**src/sv/cmc_pkg.sv**
```systemverilog
// Shared types, widths and codes for the colour match centroid block.
package cmc_pkg;

  localparam int unsigned CHAN_W   = 8;
  localparam int unsigned COORD_W  = 11;
  localparam int unsigned LIMIT_W  = 10;
  localparam int unsigned DIST_W   = 10;
  localparam int unsigned COUNT_W  = 23;
  localparam int unsigned SUM_W    = 34;
  localparam int unsigned CFG_IDX_W  = 2;
  localparam int unsigned CFG_DATA_W = LIMIT_W;

  localparam int unsigned MAX_WIDTH_DEF  = 2048;
  localparam int unsigned MAX_HEIGHT_DEF = 2048;
  // Wide enough to hold the parameter range limit of 8192.
  localparam int unsigned BOUND_W = 14;

  localparam logic [LIMIT_W-1:0] LIMIT_RESET = LIMIT_W'(150);
  localparam logic [COUNT_W-1:0] COUNT_FULL  = {COUNT_W{1'b1}};

  // Register indexes on the configuration port.
  localparam logic [CFG_IDX_W-1:0] REG_TARGET_BLUE    = 2'd0;
  localparam logic [CFG_IDX_W-1:0] REG_TARGET_GREEN   = 2'd1;
  localparam logic [CFG_IDX_W-1:0] REG_TARGET_RED     = 2'd2;
  localparam logic [CFG_IDX_W-1:0] REG_DISTANCE_LIMIT = 2'd3;

  typedef struct packed {
    logic [CHAN_W-1:0]  blue;
    logic [CHAN_W-1:0]  green;
    logic [CHAN_W-1:0]  red;
    logic [COORD_W-1:0] column;
    logic [COORD_W-1:0] row;
    logic               frame_end;
  } in_word_t;

  typedef struct packed {
    logic               pixel_match;
    logic               frame_done;
    logic               found;
    logic [COORD_W-1:0] center_x;
    logic [COORD_W-1:0] center_y;
  } out_word_t;

  typedef enum logic [2:0] {
    ST_IDLE,
    ST_DIV_X_GO,
    ST_DIV_X_WAIT,
    ST_DIV_Y_GO,
    ST_DIV_Y_WAIT
  } cmc_state_t;

  function automatic logic [CHAN_W:0] abs_diff(input logic [CHAN_W-1:0] a,
                                               input logic [CHAN_W-1:0] b);
    logic [CHAN_W:0] d;
    d = (a >= b) ? ({1'b0, a} - {1'b0, b}) : ({1'b0, b} - {1'b0, a});
    return d;
  endfunction

endpackage

```
**src/sv/cmc_div.sv**
```systemverilog
// Shared restoring divider, one quotient bit per cycle, quotient known to fit COORD_W.
module cmc_div (
  input  logic                            clk,
  input  logic                            rst_n,
  input  logic                            start,
  input  logic [cmc_pkg::SUM_W-1:0]       dividend,
  input  logic [cmc_pkg::COUNT_W-1:0]     divisor,
  output logic                            done,
  output logic [cmc_pkg::COORD_W-1:0]     quotient
);
  import cmc_pkg::*;

  localparam int unsigned STEP_W = $clog2(COORD_W + 1);

  logic [COUNT_W-1:0] rem_r, rem_nxt;
  logic [COORD_W-1:0] lo_r, lo_nxt;
  logic [COORD_W-1:0] quo_r, quo_nxt;
  logic [COUNT_W-1:0] dvs_r, dvs_nxt;
  logic [STEP_W-1:0]  step_r, step_nxt;
  logic               busy_r, busy_nxt;
  logic               done_r, done_nxt;
  logic [COUNT_W:0]   trial;
  logic               fits;

  // Partial remainder stays below the divisor, so it fits COUNT_W bits.
  assign trial = {rem_r, lo_r[COORD_W-1]};
  assign fits  = trial >= {1'b0, dvs_r};

  always_comb begin
    rem_nxt  = rem_r;
    lo_nxt   = lo_r;
    quo_nxt  = quo_r;
    dvs_nxt  = dvs_r;
    step_nxt = step_r;
    busy_nxt = busy_r;
    done_nxt = 1'b0;
    if (start) begin
      rem_nxt  = dividend[SUM_W-1:COORD_W];
      lo_nxt   = dividend[COORD_W-1:0];
      dvs_nxt  = divisor;
      step_nxt = STEP_W'(COORD_W);
      busy_nxt = 1'b1;
    end else if (busy_r) begin
      rem_nxt  = fits ? COUNT_W'(trial - {1'b0, dvs_r}) : trial[COUNT_W-1:0];
      lo_nxt   = {lo_r[COORD_W-2:0], 1'b0};
      quo_nxt  = {quo_r[COORD_W-2:0], fits};
      step_nxt = step_r - STEP_W'(1);
      if (step_r == STEP_W'(1)) begin
        busy_nxt = 1'b0;
        done_nxt = 1'b1;
      end
    end
  end

  always_ff @(posedge clk) begin
    if (!rst_n) begin
      busy_r <= 1'b0;
      done_r <= 1'b0;
      step_r <= '0;
    end else begin
      busy_r <= busy_nxt;
      done_r <= done_nxt;
      step_r <= step_nxt;
    end
    rem_r <= rem_nxt;
    lo_r  <= lo_nxt;
    quo_r <= quo_nxt;
    dvs_r <= dvs_nxt;
  end

  assign done     = done_r;
  assign quotient = quo_r;

endmodule

```
**src/sv/color_match_centroid.sv**
```systemverilog
// An ordinary pixel lands in the output register at the edge that takes it and can leave
// in the next cycle. A frame_end pixel with matches lands once the sequencer has run
// through DIV_X_GO, DIV_X_WAIT, DIV_Y_GO and DIV_Y_WAIT: two 11-bit quotients from one
// shared restoring divider, one bit per cycle, each with a start and a done step, plus hand-over steps.
// Throughput: one pixel per cycle within a frame while the output is not stalled; a frame_end
// with matches holds input off until both quotients are in. Reset (rst_n low, synchronous):
// targets 0, limit 150, accumulators and sequencer cleared, output word dropped.
module color_match_centroid #(
  parameter int unsigned MAX_WIDTH  = cmc_pkg::MAX_WIDTH_DEF,
  parameter int unsigned MAX_HEIGHT = cmc_pkg::MAX_HEIGHT_DEF
) (
  input  logic                          clk,
  input  logic                          rst_n,
  input  logic                          in_valid,
  output logic                          in_stall,
  input  cmc_pkg::in_word_t             in_word,
  output logic                          out_valid,
  input  logic                          out_stall,
  output cmc_pkg::out_word_t            out_word,
  input  logic                          cfg_we,
  input  logic [cmc_pkg::CFG_IDX_W-1:0] cfg_index,
  input  logic [cmc_pkg::CFG_DATA_W-1:0] cfg_data
);
  import cmc_pkg::*;

  localparam logic [BOUND_W-1:0] WIDTH_B  = BOUND_W'(MAX_WIDTH);
  localparam logic [BOUND_W-1:0] HEIGHT_B = BOUND_W'(MAX_HEIGHT);

  // Configuration registers
  logic [CHAN_W-1:0]  tgt_blue_r, tgt_green_r, tgt_red_r;
  logic [LIMIT_W-1:0] limit_r;

  // Frame accumulators
  logic [COUNT_W-1:0] count_r, count_nxt;
  logic [SUM_W-1:0]   col_sum_r, col_sum_nxt;
  logic [SUM_W-1:0]   row_sum_r, row_sum_nxt;

  // Sequencer and output stage
  cmc_state_t         state_r, state_nxt;
  logic               out_valid_r, out_valid_nxt;
  out_word_t          out_word_r, out_word_nxt;
  logic               match_r, match_nxt;
  logic [COORD_W-1:0] cx_r, cx_nxt;

  // Divider hookup
  logic               div_start;
  logic [SUM_W-1:0]   div_dividend;
  logic               div_done;
  logic [COORD_W-1:0] div_quotient;

  logic               in_take;
  logic [DIST_W-1:0]  pix_dist;
  logic               in_frame;
  logic               match;
  logic               add_en;

  // Take a word only when idle and the output register will be free after this edge.
  assign in_stall = (state_r != ST_IDLE) || (out_valid_r && out_stall);
  assign in_take  = in_valid && !in_stall;

  // L1 colour distance, at most 765, so ten bits.
  assign pix_dist = DIST_W'(abs_diff(in_word.blue, tgt_blue_r))
                  + DIST_W'(abs_diff(in_word.green, tgt_green_r))
                  + DIST_W'(abs_diff(in_word.red, tgt_red_r));

  assign in_frame = (BOUND_W'(in_word.column) < WIDTH_B)
                 && (BOUND_W'(in_word.row) < HEIGHT_B);
  assign match    = in_frame && (pix_dist < limit_r);
  // Saturate: once the count is full, report matches but stop accumulating.
  assign add_en = match && (count_r != COUNT_FULL);

  always_comb begin
    state_nxt     = state_r;
    count_nxt     = count_r;
    col_sum_nxt   = col_sum_r;
    row_sum_nxt   = row_sum_r;
    match_nxt     = match_r;
    cx_nxt        = cx_r;
    out_word_nxt  = out_word_r;
    out_valid_nxt = out_valid_r && out_stall;
    div_start     = 1'b0;
    div_dividend  = col_sum_r;

    unique case (state_r)
      ST_IDLE: begin
        if (in_take) begin
          if (add_en) begin
            count_nxt   = count_r + COUNT_W'(1);
            col_sum_nxt = col_sum_r + SUM_W'(in_word.column);
            row_sum_nxt = row_sum_r + SUM_W'(in_word.row);
          end
          out_word_nxt             = '0;
          out_word_nxt.pixel_match = match;
          out_word_nxt.frame_done  = in_word.frame_end;
          if (!in_word.frame_end) begin
            out_valid_nxt = 1'b1;
          end else if (count_nxt == '0) begin
            // Empty frame: report found=0 at once, nothing to clear.
            out_valid_nxt = 1'b1;
          end else begin
            // Hold the match bit until both quotients are in.
            match_nxt = match;
            state_nxt = ST_DIV_X_GO;
          end
        end
      end
      ST_DIV_X_GO: begin
        div_start    = 1'b1;
        div_dividend = col_sum_r;
        state_nxt    = ST_DIV_X_WAIT;
      end
      ST_DIV_X_WAIT: begin
        if (div_done) begin
          cx_nxt    = div_quotient;
          state_nxt = ST_DIV_Y_GO;
        end
      end
      ST_DIV_Y_GO: begin
        div_start    = 1'b1;
        div_dividend = row_sum_r;
        state_nxt    = ST_DIV_Y_WAIT;
      end
      ST_DIV_Y_WAIT: begin
        if (div_done) begin
          // Output register was freed when the frame_end word went in.
          out_valid_nxt            = 1'b1;
          out_word_nxt.pixel_match = match_r;
          out_word_nxt.frame_done  = 1'b1;
          out_word_nxt.found       = 1'b1;
          out_word_nxt.center_x    = cx_r;
          out_word_nxt.center_y    = div_quotient;
          count_nxt                = '0;
          col_sum_nxt              = '0;
          row_sum_nxt              = '0;
          state_nxt                = ST_IDLE;
        end
      end
      default: begin
        state_nxt = ST_IDLE;
      end
    endcase

    // An empty end of frame still clears the (already zero) count and the sums.
    if (state_r == ST_IDLE && in_take && in_word.frame_end && count_nxt == '0) begin
      col_sum_nxt = '0;
      row_sum_nxt = '0;
    end
  end

  always_ff @(posedge clk) begin
    if (!rst_n) begin
      state_r     <= ST_IDLE;
      out_valid_r <= 1'b0;
      count_r     <= '0;
      col_sum_r   <= '0;
      row_sum_r   <= '0;
      tgt_blue_r  <= '0;
      tgt_green_r <= '0;
      tgt_red_r   <= '0;
      limit_r     <= LIMIT_RESET;
    end else begin
      state_r     <= state_nxt;
      out_valid_r <= out_valid_nxt;
      count_r     <= count_nxt;
      col_sum_r   <= col_sum_nxt;
      row_sum_r   <= row_sum_nxt;
      if (cfg_we) begin
        unique case (cfg_index)
          REG_TARGET_BLUE:    tgt_blue_r  <= cfg_data[CHAN_W-1:0];
          REG_TARGET_GREEN:   tgt_green_r <= cfg_data[CHAN_W-1:0];
          REG_TARGET_RED:     tgt_red_r   <= cfg_data[CHAN_W-1:0];
          REG_DISTANCE_LIMIT: limit_r     <= cfg_data[LIMIT_W-1:0];
          default: ;
        endcase
      end
    end
    out_word_r <= out_word_nxt;
    match_r    <= match_nxt;
    cx_r       <= cx_nxt;
  end

  cmc_div u_div (
    .clk      (clk),
    .rst_n    (rst_n),
    .start    (div_start),
    .dividend (div_dividend),
    .divisor  (count_r),
    .done     (div_done),
    .quotient (div_quotient)
  );

  assign out_valid = out_valid_r;
  assign out_word  = out_word_r;

  // Input must be held off for the whole division.
  a_stall_while_busy: assert property (@(posedge clk) disable iff (!rst_n)
    (state_r != ST_IDLE) |-> in_stall)
    else $error("input taken while the divider sequence runs");

  // Divider finishes only while the sequencer waits for it.
  a_done_in_wait: assert property (@(posedge clk) disable iff (!rst_n)
    div_done |-> (state_r == ST_DIV_X_WAIT || state_r == ST_DIV_Y_WAIT))
    else $error("divider result with no one waiting");

  // A centroid is only ever reported on the last pixel of a frame.
  a_found_on_end: assert property (@(posedge clk) disable iff (!rst_n)
    (out_valid_r && out_word_r.found) |-> out_word_r.frame_done)
    else $error("found set on a word that does not end a frame");

  // Accumulators are empty once a frame has been reported.
  a_cleared_after_frame: assert property (@(posedge clk) disable iff (!rst_n)
    (state_r == ST_DIV_Y_WAIT && div_done) |=> (count_r == '0 && state_r == ST_IDLE))
    else $error("accumulators not cleared after the centroid");

endmodule
```
**config.mk**
```make
export PLATFORM = sky130hd
export DESIGN_NAME = color_match_centroid
export DESIGN_NICKNAME = d
export VERILOG_FILES = /design/src/sv/cmc_pkg.sv /design/src/sv/cmc_div.sv /design/src/sv/color_match_centroid.sv
export SDC_FILE = /design/constraint.sdc
export NUM_CORES = 1
export LEC_CHECK = 0
export BUFFER_PORTS_ARGS = -buffer_cell sky130_fd_sc_hd__buf_4
export CAP_MARGIN = 20
export CORE_ASPECT_RATIO = 1.1
export CORE_MARGIN = 2
export CORE_UTILIZATION = 35
export CTS_BUF_LIST = sky130_fd_sc_hd__clkbuf_4
export DETAILED_ROUTE_END_ITERATION = 6
export GPL_TIMING_DRIVEN = 0
export SLEW_MARGIN = 5
export SYNTH_ARGS = -nofsm -noshare
export SYNTH_HDL_FRONTEND = slang
export SYNTH_HIERARCHICAL = 1
export SYNTH_SLANG_ARGS = --single-unit
```
**constraint.sdc**
```tcl
create_clock -name clk -period 20.7 [get_ports clk]
set_input_delay 3.105 -clock clk [delete_from_list [all_inputs] [get_ports clk]]
set_output_delay 3.105 -clock clk [all_outputs]
set_load 0.005 [all_outputs]
```
---- Yosys cells after proc, flatten, opt, wreduce, memory -nomap -nowiden ----
Index checks and enable logic that the tools add are counted.
word-level totals
  register bits ........................... 240
  input bits .............................. 64
  output and inout port bits .............. 27
operators by class
  add/subtract/negate cells ............... 13
  $lt $le $gt $ge ......................... 5
  eq/ne operators ......................... 15
  multiplexer cells ....................... 43
  bitwise operators ....................... 4
  reduce and logical (&&, ||, !) cells .... 29
operators by type and width
  kind                                                              number
  34-bit two-way mux                                                6
  23-bit two-way mux                                                8
  34-bit one-hot mux with 2 select lines                            2
  34-bit by 11-bit adder with 34-bit output                         2
  8-bit by 8-bit subtractor with 9-bit output                       6
  25-bit two-way mux                                                2
  25-bit one-hot mux with 2 select lines                            1
  23-bit zero test                                                  2
  23-bit one-hot mux with 2 select lines                            1
  9-bit two-way mux                                                 3
  24-bit by 23-bit greater-or-equal comparator with 1-bit output    1
  8-bit greater-or-equal comparator                                 3
  23-bit by 1-bit adder with 23-bit output (second input constant)  1
  23-bit inequality test (second input constant)                    1
  23-bit subtractor                                                 1
  11-bit two-way mux                                                2
  3-bit two-way mux                                                 5
  3-bit one-hot mux with 5 select lines                             1
  2-bit AND reduction                                               6
  10-bit by 9-bit adder with 10-bit output                          1
  9-bit by 9-bit adder with 10-bit output                           1
  10-bit < comparator                                               1
  1-bit two-way mux                                                 9
  4-bit two-way mux                                                 2
  23 further kinds                                                  41

---- Longest topological paths before layout ----
Gate-level depths: netlist of run 1.
  depth after elaboration ................. 14
  mapped depth ............................ 35

---- Cells and area by module ----
Netlist of run 1, hierarchy kept.
by module, submodules not included
  module                instances  cells an instance  area each (µm²)  sequential area each (µm²)
  color_match_centroid  1          1,400              12,040.3         3,693.5
  cmc_div               1          393                4,261.6          2,162.1

---- Worst setup path after synthesis of run 1 ----
OpenSTA, ideal clock, no wires.
  path kind ............................... input-to-reg
  from .................................... input in_word[36] (netlist bit)
  to ...................................... register col_sum_r[0]
  library setup time ...................... 0.115 ns
  arrival ................................. 9.734 ns
  data required time ...................... 20.585 ns
  path slack .............................. 10.851 ns
  stages on the path ...................... 32
  buffers on the path ..................... 4
  cell sequence ........................... inv_1 -> ha_1 -> clkbuf_1 -> nand4_1 -> nor3_1 -> or4_1 -> o21ai_1 -> clkbuf_1 -> mux2_2 -> fa_1 -> ha_1 -> inv_1 -> fa_1 -> inv_1 -> a21oi_1 -> o21ai_0 -> a21oi_1 -> o21bai_1 -> xor2_1 -> ha_1 -> a211o_1 -> o211ai_1 -> o311a_1 -> nand3_2 -> buf_4 -> o311a_1 -> a31oi_1 -> nand3_1 -> nor4_1 -> or4b_4 -> buf_6 -> and3_1
between the ends
  longest elaborated chain between the ends .. 14
  elaborated cells between the ends (all ways) .. 18
RTL lines
  what                                                                                                     line                         text
  from (decl)                                                                                              color_match_centroid.sv:16   input cmc_pkg::in_word_t in_word,
  8-bit by 8-bit subtractor with 9-bit output / 8-bit greater-or-equal comparator (equally long branches)  cmc_pkg.sv:55                d = (a >= b) ? ({1'b0, a} - {1'b0, b}) : ({1'b0, b} - {1'b0, a});
  9-bit two-way mux *                                                                                      cmc_pkg.sv:55
  9-bit by 9-bit adder with 10-bit output *                                                                color_match_centroid.sv:63   + DIST_W'(abs_diff(in_word.green, tgt_green_r))
  10-bit by 9-bit adder with 10-bit output *                                                               color_match_centroid.sv:64   + DIST_W'(abs_diff(in_word.red, tgt_red_r));
  10-bit < comparator *                                                                                    color_match_centroid.sv:68   assign match = in_frame && (pix_dist < limit_r);
  1-bit logical AND *                                                                                      color_match_centroid.sv:70   assign add_en = match && (count_r != COUNT_FULL);
  23-bit two-way mux                                                                                       color_match_centroid.sv:87   if (add_en) begin
  23-bit two-way mux                                                                                       color_match_centroid.sv:86   if (in_take) begin
  23-bit two-way mux                                                                                       color_match_centroid.sv:84   unique case (state_r)
  23-bit two-way mux                                                                                       color_match_centroid.sv:86
  23-bit one-hot mux with 2 select lines                                                                   color_match_centroid.sv:84
  23-bit zero test                                                                                         color_match_centroid.sv:144  if (state_r == ST_IDLE && in_take && in_word.frame_end && count_nxt == '0) begin
  1-bit logical AND                                                                                        color_match_centroid.sv:144
  2-bit OR reduction (no line)                                                                             n/a
  to (signal assigned)                                                                                     color_match_centroid.sv:165  col_sum_r <= col_sum_nxt;
  to (decl)                                                                                                color_match_centroid.sv:35   logic [SUM_W-1:0] col_sum_r, col_sum_nxt;
Mark *: on every way between the ends. The rest lies on a longest branch, timed or not. The select of a mux whose other input is x is not followed.
A chain may end at the register's enable or synchronous reset.

---- Final worst setup path of run 1 ----
  from .................................... input in_word[36] (netlist bit)
  to ...................................... register match_r, enable pin
between the ends
  longest elaborated chain between the ends .. 12
  elaborated cells between the ends (all ways) .. 14
RTL lines
  what                                                                                                     line                         text
  8-bit by 8-bit subtractor with 9-bit output / 8-bit greater-or-equal comparator (equally long branches)  cmc_pkg.sv:55
  9-bit two-way mux *                                                                                      cmc_pkg.sv:55
  9-bit by 9-bit adder with 10-bit output *                                                                color_match_centroid.sv:63
  10-bit by 9-bit adder with 10-bit output *                                                               color_match_centroid.sv:64
  10-bit < comparator *                                                                                    color_match_centroid.sv:68
  1-bit logical AND *                                                                                      color_match_centroid.sv:70
  23-bit two-way mux *                                                                                     color_match_centroid.sv:87
  23-bit two-way mux *                                                                                     color_match_centroid.sv:86
  23-bit two-way mux *                                                                                     color_match_centroid.sv:84
  23-bit zero test *                                                                                       color_match_centroid.sv:97   end else if (count_nxt == '0) begin
  1-bit NOT (no line) *                                                                                    n/a
  4-bit AND reduction (no line) *                                                                          n/a
  to (signal assigned)                                                                                     color_match_centroid.sv:178  match_r <= match_nxt;
  to (decl)                                                                                                color_match_centroid.sv:42   logic match_r, match_nxt;
Marks and branches as above.

==> flow_summary.ini, run 1 <==
[detailed_routing]
drt_iter0_drc = 792
wl_per_cell_um = 17.5
vias_per_cell = 5.26
ant_nets = 0
first_pass_iters = 5
drt-total-wl_um = 45600
vias = 13675
drc_errors = 0

[logic_synthesis]
ys_warn_count = 6
mappedNetlistArea_um2 = 16300
ys_seq_area_share_pct = 35.9
synth_edf_count = 105
async_reset_ff_share_pct = 0
syn-instance-count = 1793
syn_avg_cell_area_um2 = 9.09
synth.distinct_cells = 100
ys_ff_latch = 240
synth_nets = 1989
ys.flop_type = dfxtp_1

[worst_setup_path]
worstPathMaxFanout = 10
cpMaxStageDelayCell = fa_1
r2r_start = tgt_green_r[5]
r2r_cells = 32
r2r_slack_ns = 12.43
crit_path_end_kind = flop
crit_type = primary input to flop
endpoint = match_r
startpoint = in_word[36]
cp-start-kind = primary input
cp.required_ns = 21.24
cpPeakStageDelay_ns = 0.51
critPathArrivalTime_ns = 10.95
timing.rr.end = match_r

[timing]
final_max_slew_viol_count = 0
fin_crit_ns = 10.41
finalCritPeriodShare_pct = 50.3
setup_violations = 0
max_freq_mhz = 96.1
hold_viol_final = 0
finalSetupTns_ns = 0
worstMarginPinSlew_ns = 1.04
fin_ws_ns = 10.29
clock_skew_ns = 0.0898
relSlewSlack_pct = 30.4
rsz0062_at_grt = no

[cells_and_area]
final_common_cell = inv_1
area_growth_pct = 14.6
nets = 2155
drive_gt1_share_pct = 17.3
final_cell_mix = 147 x inv_1, 139 x nor2_1, 135 x dfxtp_1, 131 x nand2_1, 113 x ha_1

[clocking]
clock_sinks = 240
cts_root_buf = clkbuf_4
cts_setup_buffers = 0
cts_buffers = 73
cts_tree = yes
clock_latency_ns = 0.82
h-tree-depth = 3
clk_pin_slew_worst_paths_ns = 0.06
cts_hold_buf = 0
cts_resized = 0
clockBufferDepth = 3

[grt]
grt-ovfl-total = 0
antenna_found_initial = 1
grt_pass1_wl_um = 72200
grt.total_usage_pct = 19.0
grt_max_degree = 35
grt_pass1_vias = 13645

[placed_design]
gp_congestion = 0.896
dp.final_hpwl_um = 34600
place_ws_ns = 9.55
io_buffer_count = 90

[pwr]
power.leakage_nw = 7.87
power_density_nw_per_um2 = 124
peakVddDrop_v = 0.0000477

[floorplanning]
initial_utilization_pct = 35.6
ios = 91
die_h_um = 230
core_um2 = 45800
fp-row-count = 82
dieArea_um2 = 48300
die_x_um = 210

[job]
max_cap_violations = 0

[hold_path]
min_path_type = flop to flop

[outcome]
outcome = finished clean
-- cells in the mapped netlist (5+ instances only) --
cell	number	area, µm²
inv_1	147	552
nor2_1	139	522
dfxtp_1	135	2700
nand2_1	132	495
ha_1	113	1410
edfxtp_1	105	3150
a21oi_1	95	475
o21ai_0	76	380
nand3_1	73	365
and3_1	63	394
mux2_2	61	687
nor2b_1	53	332
xnor2_1	53	464
clkbuf_1	51	191
xor2_1	51	447
nor3_1	41	205
mux2i_1	32	320
o21a_1	27	203
nand4_1	26	163
a21o_1	22	165
fa_1	19	380
a211oi_1	17	128
and2_1	15	93.8
nand2b_1	13	81.3
a31oi_1	12	75.1
o21bai_1	12	90.1
o211ai_1	10	75.1
or3_1	10	62.6
a21boi_0	9	67.6
buf_6	9	101
buf_2	8	40.0
o21ai_1	8	40.0
o31ai_1	8	60.1
clkbuf_8	7	96.3
nor2_2	7	43.8
nor3b_1	7	52.6
nor4_1	7	43.8
a221oi_1	6	52.6
nand3b_1	6	45.0
a2111oi_0	5	43.8
-- sequential cells by signal, summed over array words and instances (netlist names), 4 cells and up --
register	count
col_sum_r	34
count_r	23
cx_r	11
limit_r	10
out_word	25
row_sum_r	34
tgt_blue_r	8
tgt_green_r	8
tgt_red_r	8
u_div/dvs_r	23
u_div/lo_r	11
u_div/quotient	11
u_div/rem_r	23
u_div/step_r	4
-- how the worst min path moves through the flow --
stage | slack, ns | end | depth (start not counted) | from
floorplan | 0.40 | u_div/dvs_r[9] | 0 | count_r[9]
global route | 0.39 | u_div/dvs_r[21] | 0 | count_r[21]
finish | 0.37 | u_div/dvs_r[21] | 0 | count_r[21]
detailed placement | 0.41 | u_div/dvs_r[9] | 0 | count_r[9]
global placement | 0.41 | u_div/dvs_r[9] | 0 | count_r[9]
CTS | 0.38 | u_div/dvs_r[21] | 0 | count_r[21]
-- per-stage QoR --
step	instance area (µm²)	total power [mW]	hold WS, ns	util [%]	cells
3_3_place_gp	17700	1.83	0.412	38.7	2471
6_report	18700	2.31	0.373	40.8	2600
5_1_grt	18700	2.49	0.390	40.8	2600
4_1_cts	18700	2.33	0.376	40.8	2599
3_5_place_dp	17700	1.84	0.414	38.8	2472
2_1_floorplan	16300	1.51	0.403	-	1793
-- critical path, delay by kind of cell --
family          cells  cell delay (ns)
simple gates        9             1.98
compound gates     10             2.31
xor+xnor            1             0.14
mux                 1             0.41
buf+inv             8             1.34
fa+ha+maj           5             1.64
-- cell families (layout without fill, tap and decap cells) --
group	Yosys count	count (layout)	share of synthesized area, %
xor gates and xnor gates	104	104	5.59
AOI/OAI and AO/OA	354	354	14.2
and+or+nand+nor	640	640	20.7
other	0	1	0
adders and majority gates	132	132	11.0
DFF	240	240	35.9
buffers and inverters	229	447	6.32
muxes	94	94	6.27
-- layout make-up --
type,instances,area [µm²]
Fill cell,4599,27100
Buffer,81,475
Sequential cell,240,5860
Clock buffer,106,796
Inverter,148,556
Timing Repair Buffer,91,691
Clock inverter,21,131
Tap cell,588,736
Antenna cell,1,2.50
Multi-Input combinational cell,1324,9440
-- report_power, final --
group / switching (mW) / total (mW) / internal [mW] / leakage (nW)
combinational: 0.694 / 1.16 / 0.469 / 5.26
clock: 0.221 / 0.469 / 0.249 / 0.550
sequential: 0.0529 / 0.680 / 0.627 / 2.06
-- per-layer routing --
layer	global-route usage, %	wire length [µm]	vias to the layer above
met2	34.0	23000	330
li1	-	-	6743
met5	0	0	-
met1	21.8	18800	6501
met4	9.84	1920	0
met3	3.02	1790	101
(Power assumes the default switching activity.)
==> inputs of run 2 (changes only) <==
ABC_AREA = 1   (was unset)
clock period = 10.45 ns   (was 20.7 ns; I/O delays follow)
==> run 2 against run 1 <==
  * Final cell count is 32% higher
  * Worst hold slack better by 0.078 ns
  * First-iteration DRC count is 21% higher
  * Non-clock buffer count is 17 lower
  * Clock skew is 0.014 ns lower
  * Utilization is 0.59 points lower
  * Die area is 7.6% higher
  * Combinational power grew to 2.5 times the previous value
  * Largest cell class unchanged
  * Highest routed layer unchanged
==> flow_summary.ini, run 2 <==
[pwr]
internal-power_mw = 2.72
power_frac_clock_pct = 17.3
switchingPower_mw = 2.51
seqPwrFrac_pct = 26.5
comb_power_share_pct = 56.2
power_density_nw_per_um2 = 261
swShare_pct = 48.0
peakVddDrop_v = 0.000235
power.leakage_nw = 9.36

[logic_synthesis]
synth_edf_count = 105
synth_nets = 2739
syn_avg_cell_area_um2 = 6.91
yosysMostFrequentCell = nand2_1
async_reset_ff_share_pct = 0
ys_ff_latch = 240
synth_top_area_share_pct = 17.9
synth_common_cells = 722 x nand2_1, 400 x inv_1, 266 x nor2_1
mappedNetlistArea_um2 = 17600
synth.area.top_cells = edfxtp_1 18%, nand2_1 15%, dfxtp_1 15%
ys_warn_count = 6
synth_largest_area_cell = edfxtp_1
ys.flop_type = dfxtp_1
synth.distinct_cells = 52
ys_seq_area_share_pct = 33.3
syn-instance-count = 2543

[floorplanning]
core_um2 = 49800
die_x_um = 218
die_h_um = 239
fp-row-count = 86
initial_utilization_pct = 35.3
dieArea_um2 = 52000
ios = 91

[hold_path]
min_path_type = flop to flop

[clocking]
cts_setup_buffers = 0
clockBufferDepth = 3
clock_sinks = 240
cts_root_buf = clkbuf_4
cts_hold_buf = 0
cts_buffers = 71
h-tree-depth = 3
cts_tree = yes
clock_latency_ns = 0.80
clk_pin_slew_worst_paths_ns = 0.07
cts_resized = 0

[detailed_routing]
ant_nets = 0
drt-total-wl_um = 52500
vias = 16765
drc_errors = 0
vias_per_cell = 4.90
wl_per_cell_um = 15.3
first_pass_iters = 5
drt_iter0_drc = 962

[timing]
clock_skew_ns = 0.0759
setup_violations = 0
finalSetupTns_ns = 0
hold_ws_ns = 0.452
relSlewSlack_pct = 44.9
fin_crit_ns = 8.27
finalCritPeriodShare_pct = 79.2
worstMarginPinSlew_ns = 0.827
rsz0062_at_grt = no
hold_viol_final = 0
fin_ws_ns = 2.18
max_freq_mhz = 121
final_max_slew_viol_count = 0

[outcome]
outcome = finished clean

[worst_setup_path]
startpoint = in_word[41]
cpPeakStageDelay_ns = 0.54
cpMaxStageDelayCell = fa_1
crit_path_end_kind = flop
critPathArrivalTime_ns = 9.01
cp.required_ns = 11.18
timing.rr.end = col_sum_r[3]
crit_type = primary input to flop
r2r_cells = 35
r2r_slack_ns = 2.77
cp-start-kind = primary input
endpoint = col_sum_r[3]
r2r_start = tgt_blue_r[2]
crit_top_cell = nand2_1
worstPathMaxFanout = 10

[cells_and_area]
area_growth_pct = 14.1
final_common_cell = nand2_1
nets = 2907
drive_gt1_share_pct = 11.1
final_cell_mix = 721 x nand2_1, 400 x inv_1, 265 x nor2_1, 149 x a21oi_1, 135 x dfxtp_1
post-route-util_pct = 40.2
fill_cells = 5220

[grt]
grt.total_usage_pct = 20.2
grt-ovfl-total = 0
grt_pass1_wl_um = 82700
grt_pass1_vias = 16039
antenna_found_initial = 1
grt_max_degree = 35

[placed_design]
gp_congestion = 0.960
place_ws_ns = 1.42
io_buffer_count = 90
dp.final_hpwl_um = 41400

[job]
max_cap_violations = 0
## run 2: changes by cell type after synthesis, moves of 49 or more
| cell | change |
|---|---|
| and3_1 | -63 |
| a21oi_1 | +54 |
| nor2_1 | +127 |
| inv_1 | +253 |
| nand3_1 | +49 |
| mux2_2 | -55 |
| nor2b_1 | -53 |
| nand2_1 | +590 |
## run 2: worst min-delay path by stage
| stage | from | endpoint | slack, ns | cells after the start |
|---|---|---|---|---|
| 3_5_place_dp | u_div/quotient[10] | cx_r[10] | 0.45 | 0 |
| 4_1_cts | u_div/quotient[4] | u_div/quotient[5] | 0.47 | 0 |
| 2_1_floorplan | u_div/quotient[10] | cx_r[10] | 0.43 | 0 |
| 3_3_place_gp | u_div/quotient[10] | cx_r[10] | 0.45 | 0 |
| 6_report | u_div/quotient[10] | cx_r[10] | 0.45 | 0 |
| 5_1_grt | limit_r[6] | limit_r[6] | 0.49 | 2 |
## run 2: logic make-up (layout without fill, tap and decap cells)
kind of cell,Yosys count,count (layout),synth area share [%]
xor+xnor,80,80,3.99
simple gates,1272,1272,30.7
flops,240,240,33.3
other cells,0,1,0
mux,12,12,0.726
compound gates,340,340,10.6
fa+ha+maj,132,132,10.2
buf+inv,467,687,10.5
## run 2: layout make-up
class	count	area, µm²	share of cell area (%)
antenna	1	2.50	0.0125
buffer	60	314	1.57
clock buffer	89	668	3.33
clock inverter	36	213	1.06
inverter	407	1530	7.62
multi-input combinational	1836	9870	49.3
sequential	240	5860	29.2
tap	660	826	4.12
timing repair buffer	95	761	3.80
## run 2: stage by stage
| stage | instance area [µm²] | std cells | power [mW] |
|---|---|---|---|
| 2_1_floorplan | 17600 | 2543 | 3.45 |
| 3_3_place_gp | 19100 | 3293 | 4.23 |
| 3_5_place_dp | 19100 | 3297 | 4.31 |
| 4_1_cts | 20000 | 3422 | 5.25 |
| 5_1_grt | 20000 | 3424 | 5.71 |
| 6_report | 20000 | 3424 | 5.23 |
## run 2: layer usage
| layer | part of all wire, % | vias up | track usage [%] |
|---|---|---|---|
| li1 | - | 8498 | - |
| met1 | 43 | 7617 | 24.9 |
| met2 | 47 | 539 | 34.0 |
| met3 | 6.2 | 111 | 3.89 |
| met4 | 3.6 | 0 | 8.88 |
| met5 | 0 | - | 0 |
## run 2: power by group through the flow
| stage | sequential, mW | combinational [mW] | clock (mW) |
|---|---|---|---|
| 2_1_floorplan | 1.36 | 2.10 | 0 |
| 3_3_place_gp | 1.41 | 2.82 | 0 |
| 3_5_place_dp | 1.41 | 2.90 | 0 |
| 4_1_cts | 1.39 | 2.91 | 0.942 |
| 5_1_grt | 1.41 | 3.31 | 0.992 |
| 6_report | 1.39 | 2.94 | 0.904 |
## run 2: critical path: cells and delay by family
family,cells,cell delay (ns)
adder cells (fa/ha/maj),5,1.73
AO/OA/AOI/OAI,11,2.38
buffers and inverters,10,1.70
XOR/XNOR,1,0.13
multiplexers,1,0.43
AND/OR/NAND/NOR,9,1.05
